## src/sv/pnf_pkg.sv

```systemverilog
// Shared types, character codes and the digit table of the printf number formatter.
// Used by every module of the block; depends on nothing.
`timescale 1ns / 1ps
`default_nettype none

package pnf_pkg;

    // Status codes carried with every result beat.
    localparam logic [1:0] STATUS_CHAR  = 2'd0;
    localparam logic [1:0] STATUS_DONE  = 2'd1;
    localparam logic [1:0] STATUS_ERROR = 2'd2;

    // ASCII codes that the formatter recognizes or produces.
    localparam logic [7:0] CH_NUL     = 8'h00;
    localparam logic [7:0] CH_PERCENT = 8'h25;
    localparam logic [7:0] CH_MINUS   = 8'h2D;
    localparam logic [7:0] CH_ZERO    = 8'h30;
    localparam logic [7:0] CH_X       = 8'h78;
    localparam logic [7:0] CH_D       = 8'h64;
    localparam logic [7:0] CH_U       = 8'h75;
    localparam logic [7:0] CH_C       = 8'h63;
    localparam logic [7:0] CH_P       = 8'h70;

    // floor(v / 10) == (v * RECIP10) >> RECIP10_SHIFT for every 32-bit v.
    localparam logic [31:0] RECIP10       = 32'hCCCC_CCCD;
    localparam int          RECIP10_SHIFT = 35;
    localparam logic [3:0]  HEX_LAST_IDX  = 4'd9;
    localparam logic [3:0]  HEX_PREFIX_N  = 4'd2;

    localparam logic [7:0] DIGIT_TABLE [16] = '{
        8'h30, 8'h31, 8'h32, 8'h33, 8'h34, 8'h35, 8'h36, 8'h37,
        8'h38, 8'h39, 8'h41, 8'h42, 8'h43, 8'h44, 8'h45, 8'h46
    };

    typedef struct packed {
        logic [7:0]  format_char;
        logic [31:0] arg_value;
    } pnf_in_t;

    typedef struct packed {
        logic [7:0] out_char;
        logic       char_valid;
        logic [1:0] status;
        logic       last_of_run;
    } pnf_out_t;

    typedef enum logic [2:0] {
        CMD_SINGLE,
        CMD_PCT_END,
        CMD_HEX,
        CMD_SDEC,
        CMD_UDEC
    } cmd_kind_t;

    // One classified item handed from the front end to the back end.
    typedef struct packed {
        cmd_kind_t   kind;
        pnf_out_t    res;
        logic [31:0] arg;
    } pnf_cmd_t;

    typedef enum logic [2:0] {
        B_IDLE,
        B_LAST,
        B_PCT,
        B_MINUS,
        B_MUL,
        B_DIG,
        B_OUT,
        B_HEX
    } back_state_t;

    function automatic logic [7:0] digit_char(input logic [3:0] d);
        return DIGIT_TABLE[d];
    endfunction

endpackage

`default_nettype wire

```

## src/sv/printf_number_formatter.sv

```systemverilog
// Top level of the printf number formatter: front end, command queue and back end.
// Depends on pnf_pkg, pnf_front, pnf_cmd_fifo and pnf_back.
//
// Usage: the block is fed one format character per input beat on fmt_item, written
// like a queue with push and full; a beat is taken on a clock edge with push high and
// full low. It answers with a run of result beats, read like a queue: while empty is
// low the oldest result sits on result, and pop with empty low takes it. The last
// beat of each run has last_of_run set. Beats that produce no output (a lone percent
// sign, anything dropped after an error) leave no trace on the result side.
//
// Timing: a beat is classified in the cycle it is accepted and lands in a short
// command queue (QUEUE_DEPTH entries). The back end works on one command at a time.
// A decimal conversion first divides, with one registered reciprocal multiply and
// one subtract per digit in the divide-by-ten loop, then sends its digits, up to
// eleven characters in a run. Input stays open until the queue is full, so short
// items pile up behind a long one.
//
// Reset clears the pending-percent and error flags, empties the queue and the output
// register. When the receiver stalls, the result is held and the back end waits with
// its next character; once the queue fills, full rises and input stops.
`timescale 1ns / 1ps
`default_nettype none

module printf_number_formatter #(
    parameter int QUEUE_DEPTH = 2
) (
    input  wire logic             clk,
    input  wire logic             rst_n,
    input  wire logic             push,
    output logic                  full,
    input  wire pnf_pkg::pnf_in_t fmt_item,
    output logic                  empty,
    input  wire logic             pop,
    output pnf_pkg::pnf_out_t     result
);
    import pnf_pkg::*;

    logic     q_full;
    logic     q_empty;
    logic     q_push;
    logic     cmd_pop;
    pnf_cmd_t q_cmd;
    pnf_cmd_t head_cmd;

    pnf_front u_front (
        .clk      (clk),
        .rst_n    (rst_n),
        .push     (push),
        .full     (full),
        .fmt_item (fmt_item),
        .q_full   (q_full),
        .q_push   (q_push),
        .q_cmd    (q_cmd)
    );

    pnf_cmd_fifo #(
        .DEPTH (QUEUE_DEPTH)
    ) u_cmd_fifo (
        .clk     (clk),
        .rst_n   (rst_n),
        .wr_en   (q_push),
        .wr_data (q_cmd),
        .rd_en   (cmd_pop),
        .rd_data (head_cmd),
        .q_full  (q_full),
        .q_empty (q_empty)
    );

    pnf_back u_back (
        .clk       (clk),
        .rst_n     (rst_n),
        .cmd_empty (q_empty),
        .cmd       (head_cmd),
        .cmd_pop   (cmd_pop),
        .empty     (empty),
        .pop       (pop),
        .result    (result)
    );

    // A status beat never carries a character and always closes its run.
    a_status_closes_run: assert property (@(posedge clk) disable iff (!rst_n)
        (!empty && result.status != STATUS_CHAR) |-> (result.last_of_run && !result.char_valid))
        else $error("status beat not last or carries a character");

    // A character beat always has its valid flag set.
    a_char_valid: assert property (@(posedge clk) disable iff (!rst_n)
        (!empty && result.status == STATUS_CHAR) |-> result.char_valid)
        else $error("character beat without char_valid");

    // The back end only takes commands that are present.
    a_pop_nonempty: assert property (@(posedge clk) disable iff (!rst_n)
        cmd_pop |-> !q_empty)
        else $error("command taken from empty queue");

    // The front end never writes a full queue.
    a_push_room: assert property (@(posedge clk) disable iff (!rst_n)
        q_push |-> !q_full)
        else $error("command written to full queue");

endmodule

`default_nettype wire

```

## src/sv/pnf_front.sv

```systemverilog
// Front end of the printf number formatter: accepts format beats and classifies them.
// Holds the pending-percent and aborted flags; depends on pnf_pkg.
`timescale 1ns / 1ps
`default_nettype none

module pnf_front (
    input  wire logic             clk,
    input  wire logic             rst_n,
    input  wire logic             push,
    output logic                  full,
    input  wire pnf_pkg::pnf_in_t fmt_item,
    input  wire logic             q_full,
    output logic                  q_push,
    output pnf_pkg::pnf_cmd_t     q_cmd
);
    import pnf_pkg::*;

    logic pending_reg, pending_next;
    logic aborted_reg, aborted_next;
    logic accept;
    logic produce;
    logic [7:0] c;

    assign full   = q_full;
    assign accept = push && !q_full;
    assign c      = fmt_item.format_char;
    assign q_push = accept && produce;

    always_comb
    begin
        pending_next = pending_reg;
        aborted_next = aborted_reg;
        produce      = 1'b0;
        q_cmd.kind   = CMD_SINGLE;
        q_cmd.arg    = fmt_item.arg_value;
        q_cmd.res    = '{out_char: c, char_valid: 1'b1, status: STATUS_CHAR,
                         last_of_run: 1'b1};
        priority if (aborted_reg)
        begin
            // Error already reported: drop everything up to the terminator.
            if (c == CH_NUL)
            begin
                aborted_next = 1'b0;
            end
        end
        else if (c == CH_NUL)
        begin
            produce      = 1'b1;
            q_cmd.kind   = pending_reg ? CMD_PCT_END : CMD_SINGLE;
            q_cmd.res    = '{out_char: CH_NUL, char_valid: 1'b0, status: STATUS_DONE,
                             last_of_run: 1'b1};
            pending_next = 1'b0;
            aborted_next = 1'b0;
        end
        else if (!pending_reg)
        begin
            if (c == CH_PERCENT)
            begin
                pending_next = 1'b1;
            end
            else
            begin
                produce = 1'b1;
            end
        end
        else
        begin
            pending_next = 1'b0;
            produce      = 1'b1;
            unique case (c)
                CH_PERCENT: q_cmd.res.out_char = CH_PERCENT;
                CH_C:       q_cmd.res.out_char = fmt_item.arg_value[7:0];
                CH_D:       q_cmd.kind = CMD_SDEC;
                CH_U:       q_cmd.kind = CMD_UDEC;
                CH_X, CH_P: q_cmd.kind = CMD_HEX;
                default:
                begin
                    q_cmd.res    = '{out_char: CH_NUL, char_valid: 1'b0,
                                     status: STATUS_ERROR, last_of_run: 1'b1};
                    aborted_next = 1'b1;
                end
            endcase
        end
    end

    always_ff @(posedge clk or negedge rst_n)
    begin
        if (!rst_n)
        begin
            pending_reg <= 1'b0;
            aborted_reg <= 1'b0;
        end
        else if (accept)
        begin
            pending_reg <= pending_next;
            aborted_reg <= aborted_next;
        end
    end

endmodule

`default_nettype wire

```

## src/sv/pnf_cmd_fifo.sv

```systemverilog
// Short command queue between the front and back ends of the printf number formatter.
// Depends on pnf_pkg for the command type.
`timescale 1ns / 1ps
`default_nettype none

module pnf_cmd_fifo #(
    parameter int DEPTH = 2
) (
    input  wire logic              clk,
    input  wire logic              rst_n,
    input  wire logic              wr_en,
    input  wire pnf_pkg::pnf_cmd_t wr_data,
    input  wire logic              rd_en,
    output pnf_pkg::pnf_cmd_t      rd_data,
    output logic                   q_full,
    output logic                   q_empty
);
    import pnf_pkg::*;

    localparam int PTR_W = $clog2(DEPTH);
    localparam int CNT_W = $clog2(DEPTH + 1);
    localparam logic [PTR_W-1:0] PTR_LAST = PTR_W'(DEPTH - 1);
    localparam logic [CNT_W-1:0] CNT_FULL = CNT_W'(DEPTH);

    pnf_cmd_t         slots [DEPTH];
    logic [PTR_W-1:0] wr_ptr_reg, rd_ptr_reg;
    logic [CNT_W-1:0] count_reg;
    logic             do_wr, do_rd;

    assign q_full  = (count_reg == CNT_FULL);
    assign q_empty = (count_reg == '0);
    assign do_wr   = wr_en && !q_full;
    assign do_rd   = rd_en && !q_empty;
    assign rd_data = slots[rd_ptr_reg];

    always_ff @(posedge clk)
    begin
        if (do_wr)
        begin
            slots[wr_ptr_reg] <= wr_data;
        end
    end

    always_ff @(posedge clk or negedge rst_n)
    begin
        if (!rst_n)
        begin
            wr_ptr_reg <= '0;
            rd_ptr_reg <= '0;
            count_reg  <= '0;
        end
        else
        begin
            if (do_wr)
            begin
                wr_ptr_reg <= (wr_ptr_reg == PTR_LAST) ? '0 : wr_ptr_reg + 1'b1;
            end
            if (do_rd)
            begin
                rd_ptr_reg <= (rd_ptr_reg == PTR_LAST) ? '0 : rd_ptr_reg + 1'b1;
            end
            if (do_wr && !do_rd)
            begin
                count_reg <= count_reg + 1'b1;
            end
            else if (do_rd && !do_wr)
            begin
                count_reg <= count_reg - 1'b1;
            end
        end
    end

endmodule

`default_nettype wire

```

## src/sv/pnf_back.sv

```systemverilog
// Back end of the printf number formatter: expands commands into character beats.
// Holds the decimal divider, digit buffer and output register; depends on pnf_pkg.
`timescale 1ns / 1ps
`default_nettype none

module pnf_back (
    input  wire logic              clk,
    input  wire logic              rst_n,
    input  wire logic              cmd_empty,
    input  wire pnf_pkg::pnf_cmd_t cmd,
    output logic                   cmd_pop,
    output logic                   empty,
    input  wire logic              pop,
    output pnf_pkg::pnf_out_t      result
);
    import pnf_pkg::*;

    back_state_t state_reg, state_next;
    pnf_out_t    res_reg, res_next;
    logic [31:0] mag_reg, mag_next;
    logic [28:0] q_reg, q_next;
    logic [3:0]  n_reg, n_next;
    logic [3:0]  digit_buf [10];
    logic        buf_wr;
    logic [3:0]  rem;
    logic [31:0] q_times_10;
    logic [63:0] prod;

    pnf_out_t out_reg;
    logic     out_valid_reg;
    logic     out_free;
    logic     emit_req;
    logic     emit_fire;
    pnf_out_t emit_data;

    assign out_free   = !out_valid_reg || pop;
    assign emit_fire  = emit_req && out_free;
    assign empty      = !out_valid_reg;
    assign result     = out_reg;

    assign prod       = 64'(mag_reg) * 64'(RECIP10);
    assign q_times_10 = {q_reg, 3'b000} + {2'b00, q_reg, 1'b0};
    assign rem        = 4'(mag_reg - q_times_10);

    always_comb
    begin
        state_next = state_reg;
        res_next   = res_reg;
        mag_next   = mag_reg;
        q_next     = q_reg;
        n_next     = n_reg;
        cmd_pop    = 1'b0;
        buf_wr     = 1'b0;
        emit_req   = 1'b0;
        emit_data  = '{out_char: CH_PERCENT, char_valid: 1'b1, status: STATUS_CHAR,
                       last_of_run: 1'b0};
        unique case (state_reg)
            B_IDLE:
            begin
                if (!cmd_empty)
                begin
                    cmd_pop  = 1'b1;
                    res_next = cmd.res;
                    mag_next = cmd.arg;
                    n_next   = '0;
                    unique case (cmd.kind)
                        CMD_SINGLE:  state_next = B_LAST;
                        CMD_PCT_END: state_next = B_PCT;
                        CMD_HEX:     state_next = B_HEX;
                        CMD_UDEC:    state_next = B_MUL;
                        CMD_SDEC:
                        begin
                            if (cmd.arg[31])
                            begin
                                mag_next   = 32'd0 - cmd.arg;
                                state_next = B_MINUS;
                            end
                            else
                            begin
                                state_next = B_MUL;
                            end
                        end
                        default:     state_next = B_IDLE;
                    endcase
                end
            end
            B_LAST:
            begin
                emit_req  = 1'b1;
                emit_data = res_reg;
                if (emit_fire)
                begin
                    state_next = B_IDLE;
                end
            end
            B_PCT:
            begin
                emit_req = 1'b1;
                if (emit_fire)
                begin
                    state_next = B_LAST;
                end
            end
            B_MINUS:
            begin
                emit_req           = 1'b1;
                emit_data.out_char = CH_MINUS;
                if (emit_fire)
                begin
                    state_next = B_MUL;
                end
            end
            B_MUL:
            begin
                q_next     = prod[63:RECIP10_SHIFT];
                state_next = B_DIG;
            end
            B_DIG:
            begin
                // Digits come out least significant first; the buffer reverses them.
                buf_wr   = 1'b1;
                mag_next = {3'b000, q_reg};
                n_next   = n_reg + 1'b1;
                state_next = (q_reg == '0) ? B_OUT : B_MUL;
            end
            B_OUT:
            begin
                emit_req              = 1'b1;
                emit_data.out_char    = digit_char(digit_buf[4'(n_reg - 4'd1)]);
                emit_data.last_of_run = (n_reg == 4'd1);
                if (emit_fire)
                begin
                    n_next = n_reg - 1'b1;
                    if (n_reg == 4'd1)
                    begin
                        state_next = B_IDLE;
                    end
                end
            end
            B_HEX:
            begin
                emit_req              = 1'b1;
                emit_data.last_of_run = (n_reg == HEX_LAST_IDX);
                if (n_reg == 4'd0)
                begin
                    emit_data.out_char = CH_ZERO;
                end
                else if (n_reg == 4'd1)
                begin
                    emit_data.out_char = CH_X;
                end
                else
                begin
                    emit_data.out_char = digit_char(mag_reg[31:28]);
                end
                if (emit_fire)
                begin
                    n_next = n_reg + 1'b1;
                    if (n_reg >= HEX_PREFIX_N)
                    begin
                        mag_next = {mag_reg[27:0], 4'h0};
                    end
                    if (n_reg == HEX_LAST_IDX)
                    begin
                        state_next = B_IDLE;
                    end
                end
            end
            default: state_next = B_IDLE;
        endcase
    end

    always_ff @(posedge clk or negedge rst_n)
    begin
        if (!rst_n)
        begin
            state_reg     <= B_IDLE;
            n_reg         <= '0;
            out_valid_reg <= 1'b0;
        end
        else
        begin
            state_reg <= state_next;
            n_reg     <= n_next;
            if (emit_fire)
            begin
                out_valid_reg <= 1'b1;
            end
            else if (pop)
            begin
                out_valid_reg <= 1'b0;
            end
        end
    end

    always_ff @(posedge clk)
    begin
        res_reg <= res_next;
        mag_reg <= mag_next;
        q_reg   <= q_next;
        if (emit_fire)
        begin
            out_reg <= emit_data;
        end
        if (buf_wr)
        begin
            digit_buf[n_reg] <= rem;
        end
    end

endmodule

`default_nettype wire

```

## config.mk

```make
export PLATFORM = sky130hd
export DESIGN_NAME = printf_number_formatter
export DESIGN_NICKNAME = d
export VERILOG_FILES = /design/src/sv/pnf_pkg.sv /design/src/sv/printf_number_formatter.sv /design/src/sv/pnf_front.sv /design/src/sv/pnf_cmd_fifo.sv /design/src/sv/pnf_back.sv
export SDC_FILE = /design/constraint.sdc
export NUM_CORES = 1
export LEC_CHECK = 0
export BUFFER_PORTS_ARGS = -buffer_cell sky130_fd_sc_hd__buf_2
export CORE_MARGIN = 2
export CORE_UTILIZATION = 59
export DETAILED_ROUTE_END_ITERATION = 7
export GPL_TIMING_DRIVEN = 0
export PLACE_DENSITY_LB_ADDON = 0.08
export SYNTH_ARGS = -nofsm -noshare
export SYNTH_HDL_FRONTEND = slang
export SYNTH_HIERARCHICAL = 1
export SYNTH_SLANG_ARGS = --single-unit
```

## constraint.sdc

```tcl
create_clock -name clk -period 6.36 [get_ports clk]
set_input_delay 1.908 -clock clk [delete_from_list [all_inputs] [get_ports clk]]
set_output_delay 1.908 -clock clk [all_outputs]
set_load 0.02 [all_outputs]
```

After elaboration in Yosys (flattened, before gate mapping):

Memories as Yosys holds them, arrays and structs flattened.
Index checks and enable logic that the tools add are counted.

* ROM bits: 256
* bits in writable memories: 134
* output and inout bits: 14
* word-level logic and storage cells: 163
* flip-flop bits (word level): 99
* memories kept: 4
* input bits: 44

Memories
* (name not given): words 16, bits a word 8, rd ports 1, clocked after Yosys merged registers in 0, write ports 0, RTL line pnf_pkg.sv:74 `return DIGIT_TABLE[d];`
* (name not given): words 16, bits a word 8, rd ports 1, clocked after Yosys merged registers in 0, write ports 0, RTL line pnf_pkg.sv:74
* u_cmd_fifo.slots: words 2, bits a word 47, rd ports 1, clocked after Yosys merged registers in 0, write ports 1, RTL line pnf_cmd_fifo.sv:25 `pnf_cmd_t slots [DEPTH];`
* u_back.digit_buf: words 10, bits a word 4, rd ports 1, clocked after Yosys merged registers in 0, write ports 1, RTL line pnf_back.sv:23 `logic [3:0] digit_buf [10];`

* equal/unequal tests: 29
* bitwise gates (word level): 4
* add/sub/neg operators: 9
* muxes and demuxes: 63
* reduce and logical (&&, ||, !) cells: 32
* magnitude comparators: 3
* multiply operators: 1

Operator list (count)
* 32-bit 2-to-1 mux: 5
* 32-bit one-hot mux with 3 select lines: 1
* 32-bit by 32-bit multiplier with 64-bit output, second input constant: 1
* 8-bit 2-to-1 mux: 6
* 15-bit 2-to-1 mux: 3
* 8-bit by 7-bit == test with 1-bit output, second input constant: 5
* 8-bit one-hot mux with 4 select lines: 1
* 1-bit by 32-bit subtractor with 32-bit output, first input constant: 1
* 29-bit zero test: 1
* 3-bit 2-to-1 mux: 9
* 1-bit 2-to-1 mux: 25
* 3-bit one-hot mux with 8 select lines: 1
* 8-bit one-hot mux with 3 select lines: 1
* 4-bit 2-to-1 mux: 4
* 2-bit by 1-bit inequality test with 1-bit output, second input constant: 8
* 4-bit one-hot mux with 4 select lines: 1
* 3-bit == test, second input constant: 5
* 3-bit one-hot mux with 5 select lines: 1
* 3-bit by 2-bit == test with 1-bit output, second input constant: 4
* 5-bit greater-or-equal comparator, second input constant: 2
* 4-bit inverter with 5-bit output: 2
* 3-bit one-hot mux with 3 select lines: 1
* 8-bit by 6-bit == test with 1-bit output, second input constant: 1
* 8-bit zero test: 1
* other kinds (32): 51

Depth between registers and ports, before layout:

* depth after elaboration: 11
* mapped depth: 24
* gate-level depth less buffers: 24

Cells and area by module:

Netlist, hierarchy kept.

Modules (own cells, without submodules)
* pnf_back: area an instance 23846.6 um^2, times used 1, sequential area each 3953.8 um^2, cells an instance 2330
* pnf_cmd_fifo: area an instance 3667.3 um^2, times used 1, sequential area each 2922.8 um^2, cells an instance 165
* pnf_front: area an instance 753.2 um^2, times used 1, sequential area each 50.0 um^2, cells an instance 112

Worst setup path after synthesis:

Ideal clock, no wire load.

* path kind: register to register
* start point: register u_back.mag_reg[18]
* end point: register u_back.q_reg[15], data pin
* data arrival time: 6.488 ns
* data required time: 6.081 ns
* stages on the path, launching flop included: 24
* path slack: -0.406 ns
* buffers on the path: 0
* setup time: 0.279 ns
* period minus slack after synthesis: 6.766 ns
* cell sequence: edfxtp_1 ha_1 inv_1 fa_1 inv_1 fa_1 inv_1 fa_1 inv_1 fa_1 fa_1 fa_1 inv_1 fa_1 inv_1 ha_1 nand2_1 o21ai_0 a221oi_2 nand3_1 nor3b_4 o31ai_2 a2111oi_0 a311oi_1

* word-level cells in the longest chain between the ends: 1

Ends and longest elaborated chain
* from (decl): RTL line pnf_back.sv:20 `logic [31:0] mag_reg, mag_next;`
* from (signal assigned): RTL line pnf_back.sv:199 `mag_reg <= mag_next;`
* 32-bit by 32-bit multiplier with 64-bit output: RTL line pnf_back.sv:41 `assign prod = 64'(mag_reg) * 64'(RECIP10);`
* net u_back.prod[50]: RTL line pnf_back.sv:27 `logic [63:0] prod;`
* to (signal assigned): RTL line pnf_back.sv:200 `q_reg <= q_next;`
* to (decl): RTL line pnf_back.sv:21 `logic [28:0] q_reg, q_next;`

The timed path passes the listed nets, and every way through them passes these cells.
A chain may end at the register's enable or synchronous reset.

Final worst setup path:

* start point: register u_back.mag_reg[10]
* end point: register u_back.q_reg[26], data pin

The elaborated chain is that of the path after synthesis.

==> key figures <==
Clocking
  • CTS Root Buffer Type: clkbuf_16
  • H-tree levels: 1
  • Clock-pin slew on the worst setup and hold paths: 0.07 ns
  • Worst-Skew Late Latency: 0.51 ns
  • CTS tree: yes
  • Max clock buf depth: 3
  • Clock Sink Count: 233
  • Cts bufs inserted: 23
  • CTS hold repair buffers: 0

Worst setup path
  • Worst setup EP type: register
  • Max FO, Critical Path: 5
  • Worst path depth: 24
  • RR Startpoint: u_back/mag_reg[10]$_DFFE_PP_
  • Critical Path Sink: u_back/q_reg[26]$_DFFE_PN_
  • CP Launch Type: register
  • CP top delay family: adder cells
  • Critical Path Source: u_back/mag_reg[10]$_DFFE_PP_
  • Most frequent CP cell: fa_1
  • CP arrival: 7.47 ns
  • CP max-delay cell: fa_1
  • Reg2reg end: u_back/q_reg[26]$_DFFE_PN_
  • Required time of the critical path: 6.68 ns
  • Worst r2r path cells: 24
  • Worst Path Buf+Inv: 5
  • Crit Path Category: register to register
  • CP max stage delay: 0.57 ns
  • Reg2reg setup slack: -0.79 ns
  • Crit path cell chain: buf_6 > ha_4 > buf_8 > xor2_1 > ha_2 > a21o_1 > fa_1 > inv_1 > fa_1 > inv_1 > fa_1 > fa_1 > fa_1 > fa_2 > ha_4 > nand3_4 > nor2_4 > nand4_1 > a211o_1 > o211ai_1 > buf_4 > nand3_4 > a21oi_4 > o41a_1

Route
  • Vias: 20.5k
  • Residual DRC: 0
  • Final WL: 87100 um
  • Vias per cell: 5.94
  • WL/cell: 25.2 um
  • Detailed Route Iter0 Violations: 1676
  • Antenna viol nets, final: 0
  • Drt pass-1 iters: 5

Finish
  • Final Cell Area: 0.0332 mm^2
  • Filler Cell Count: 3499
  • Finished Core Util: 0.698
  • Fin nets: 3611
  • Max reg flops: 94
  • Area grow syn2layout: 17.4%
  • Layout cell share with drive strength beyond 1: 0.209

STA
  • Fmax: 140 MHz
  • Setup Skew: 0.0133 ns
  • Endpoints failing setup: 29
  • Hold_ws: 0.505 ns
  • Tcrit/Tclk final: 1.12
  • Worst setup margin: -0.795 ns
  • Worst rel slew slack: 0.117
  • Slew @ Worst Pin: 1.32 ns
  • RSZ-0062 raised after global routing: true
  • Final Max Tran Viols: 0
  • Min Tclk post-route: 7.15 ns
  • Hold Vio Cnt, Final: 0

Yosys
  • Synthesized cell area: 0.0283 mm^2
  • Synth cell count leaders: inv_1 (557), fa_1 (386), ha_1 (358)
  • Synthesized Nets: 3395
  • Sequential-to-total area share from yosys stat: 0.245
  • Main combinational cell family by area after synthesis: adder cells
  • Synth Area in Adders: 0.432
  • Area fraction of the dominant cell type after synthesis: 0.273
  • Compound-Gate Fraction of Synth Area: 0.0835
  • Syn Inst Count: 2607
  • Largest cells by area after synthesis: fa_1 (27%), edfxtp_1 (23%), ha_1 (16%)
  • Yosys reg bits: 233
  • Post-synth EDFFs: 219
  • Yosys warning count: 6
  • XOR/XNOR Fraction of Synth Area: 0.0353
  • Mean Syn Cell Area: 10.8 um^2
  • Synth unique cells: 93
  • Synth Area in Simple Gates: 0.0716
  • Commonest register cell after synthesis: edfxtp_1
  • Dominant cell by count in the synthesized netlist: inv_1
  • Async set or reset register ratio after synthesis: 0.0601
  • Dominant cell type by area after synthesis: fa_1
  • Post-synthesis mux area share: 0.0401

GRT
  • Initial antenna violation count: 4
  • Vias in the first global route: 21.4k
  • Largest net degree at the start of global routing: 41
  • All-Layer GR Usage: 0.356
  • Total grt overflow: 0
  • First-pass GRT wire length: 130000 um

Min path
  • Worst Hold Depth: 1
  • Hold Crit Class: register to register

Floorplanning
  • Initial Util: 0.595
  • Die Ht: 223 um
  • DIE WIDTH: 223 um
  • Core ar.: 0.0475 mm^2
  • Rows: 80
  • Die area: 0.0497 mm^2
  • I/O pins: 58

Placed design
  • # port buffers: 30
  • DP Wirelength: 68800 um
  • DP Area: 0.0295 mm^2
  • Placer Congestion: 1.01

Run status
  • Status: complete, but fails checks
  • Failing checks: negative setup slack

Job
  • Max-cap viol count: 0
==> per-layer routing <==
| layer | vias up | GRT usage | share of wire |
|---|---|---|---|
| met3 | 185 | 0.0856 | 0.10 |
| li1 | 9059 | - | - |
| met1 | 10300 | 0.491 | 0.40 |
| met4 | 6 | 0.105 | 0.035 |
| met5 | - | 0 | 0.00036 |
| met2 | 1008 | 0.565 | 0.46 |
==> worst min path at each step <==
stage | startpoint | to | slack [ns]
floorplan | u_back/out_valid_reg$_DFFE_PN0P_ | u_back/out_valid_reg$_DFFE_PN0P_ | 0.46
global placement | u_cmd_fifo/wr_ptr_reg$_DFFE_PN0P_ | u_cmd_fifo/wr_ptr_reg$_DFFE_PN0P_ | 0.48
detailed placement | u_back/res_reg[3]$_DFFE_PP_ | u_back/result[3]$_SDFFCE_PP1P_ | 0.50
CTS | u_back/res_reg[3]$_DFFE_PP_ | u_back/result[3]$_SDFFCE_PP1P_ | 0.51
global route | u_back/res_reg[3]$_DFFE_PP_ | u_back/result[3]$_SDFFCE_PP1P_ | 0.53
finish | u_back/res_reg[3]$_DFFE_PP_ | u_back/result[3]$_SDFFCE_PP1P_ | 0.50
==> kinds of logic (layout without fill, tap and decap cells) <==
| kind of cell | Yosys count | after routing |
|---|---|---|
| AO/OA/AOI/OAI | 371 | 371 |
| XOR/XNOR | 113 | 113 |
| adder cells (fa/ha/maj) | 744 | 744 |
| buffers and inverters | 649 | 881 |
| flip-flops | 233 | 233 |
| multiplexers | 88 | 88 |
| other | 1 | 2 |
| AND/OR/NAND/NOR | 408 | 408 |
==> what timing repair did <==
item                       CTS  global route
pin swaps                   89            89
setup endpoints to repair   29            29
gates resized for setup    200           122
setup buffers              133            36
==> through the flow <==
stage / std cells / setup TNS (ns) / worst slack (ns)
after floorplan: 2607 / -0.837 / -0.184
after global placement: 3252 / -38.28 / -1.92
after detailed placement: 3255 / -38.52 / -1.86
after CTS: 3422 / -15.97 / -0.840
after global routing: 3454 / -20.62 / -0.921
final: 3455 / -16.76 / -0.795
==> layout by cell type, fill, tap and decap left out, drive strengths merged, types with 8 or more instances in the layout <==
master	netlist	final
nand3	32	32
and2	21	21
and3	16	16
nand4	21	21
o31ai	10	10
nand2b	13	13
a211oi	13	13
buf	51	253
mux4	8	8
o21bai	13	13
a21o	44	44
dfrtp	14	14
inv	557	553
a21oi	138	138
ha	358	358
nor2	99	99
nor4	15	15
fa	386	386
clkbuf	41	57
edfxtp	219	219
mux2i	29	29
clkinvlp	0	8
xnor2	54	54
nor3	34	34
o21ai	78	78
mux2	51	51
xor2	59	59
nand2	117	117
nor2b	17	17
==> cell type report <==
| cell class | count | area [um^2] | share of cell area |
|---|---|---|---|
| multi-input combinational | 1725 | 20500 | 0.617 |
| sequential | 233 | 6930 | 0.209 |
| inverter | 557 | 2120 | 0.0638 |
| timing repair buffer | 199 | 1580 | 0.0475 |
| tap | 615 | 769 | 0.0232 |
| clock buffer | 27 | 591 | 0.0178 |
| buffer | 84 | 529 | 0.0159 |
| clock inverter | 14 | 185 | 0.00558 |
| antenna | 1 | 2.50 | 0.0000754 |
Power is left out: the tool's default activity adds up to more than one toggle a clock period on the data nets, which glitch-free logic cannot reach.
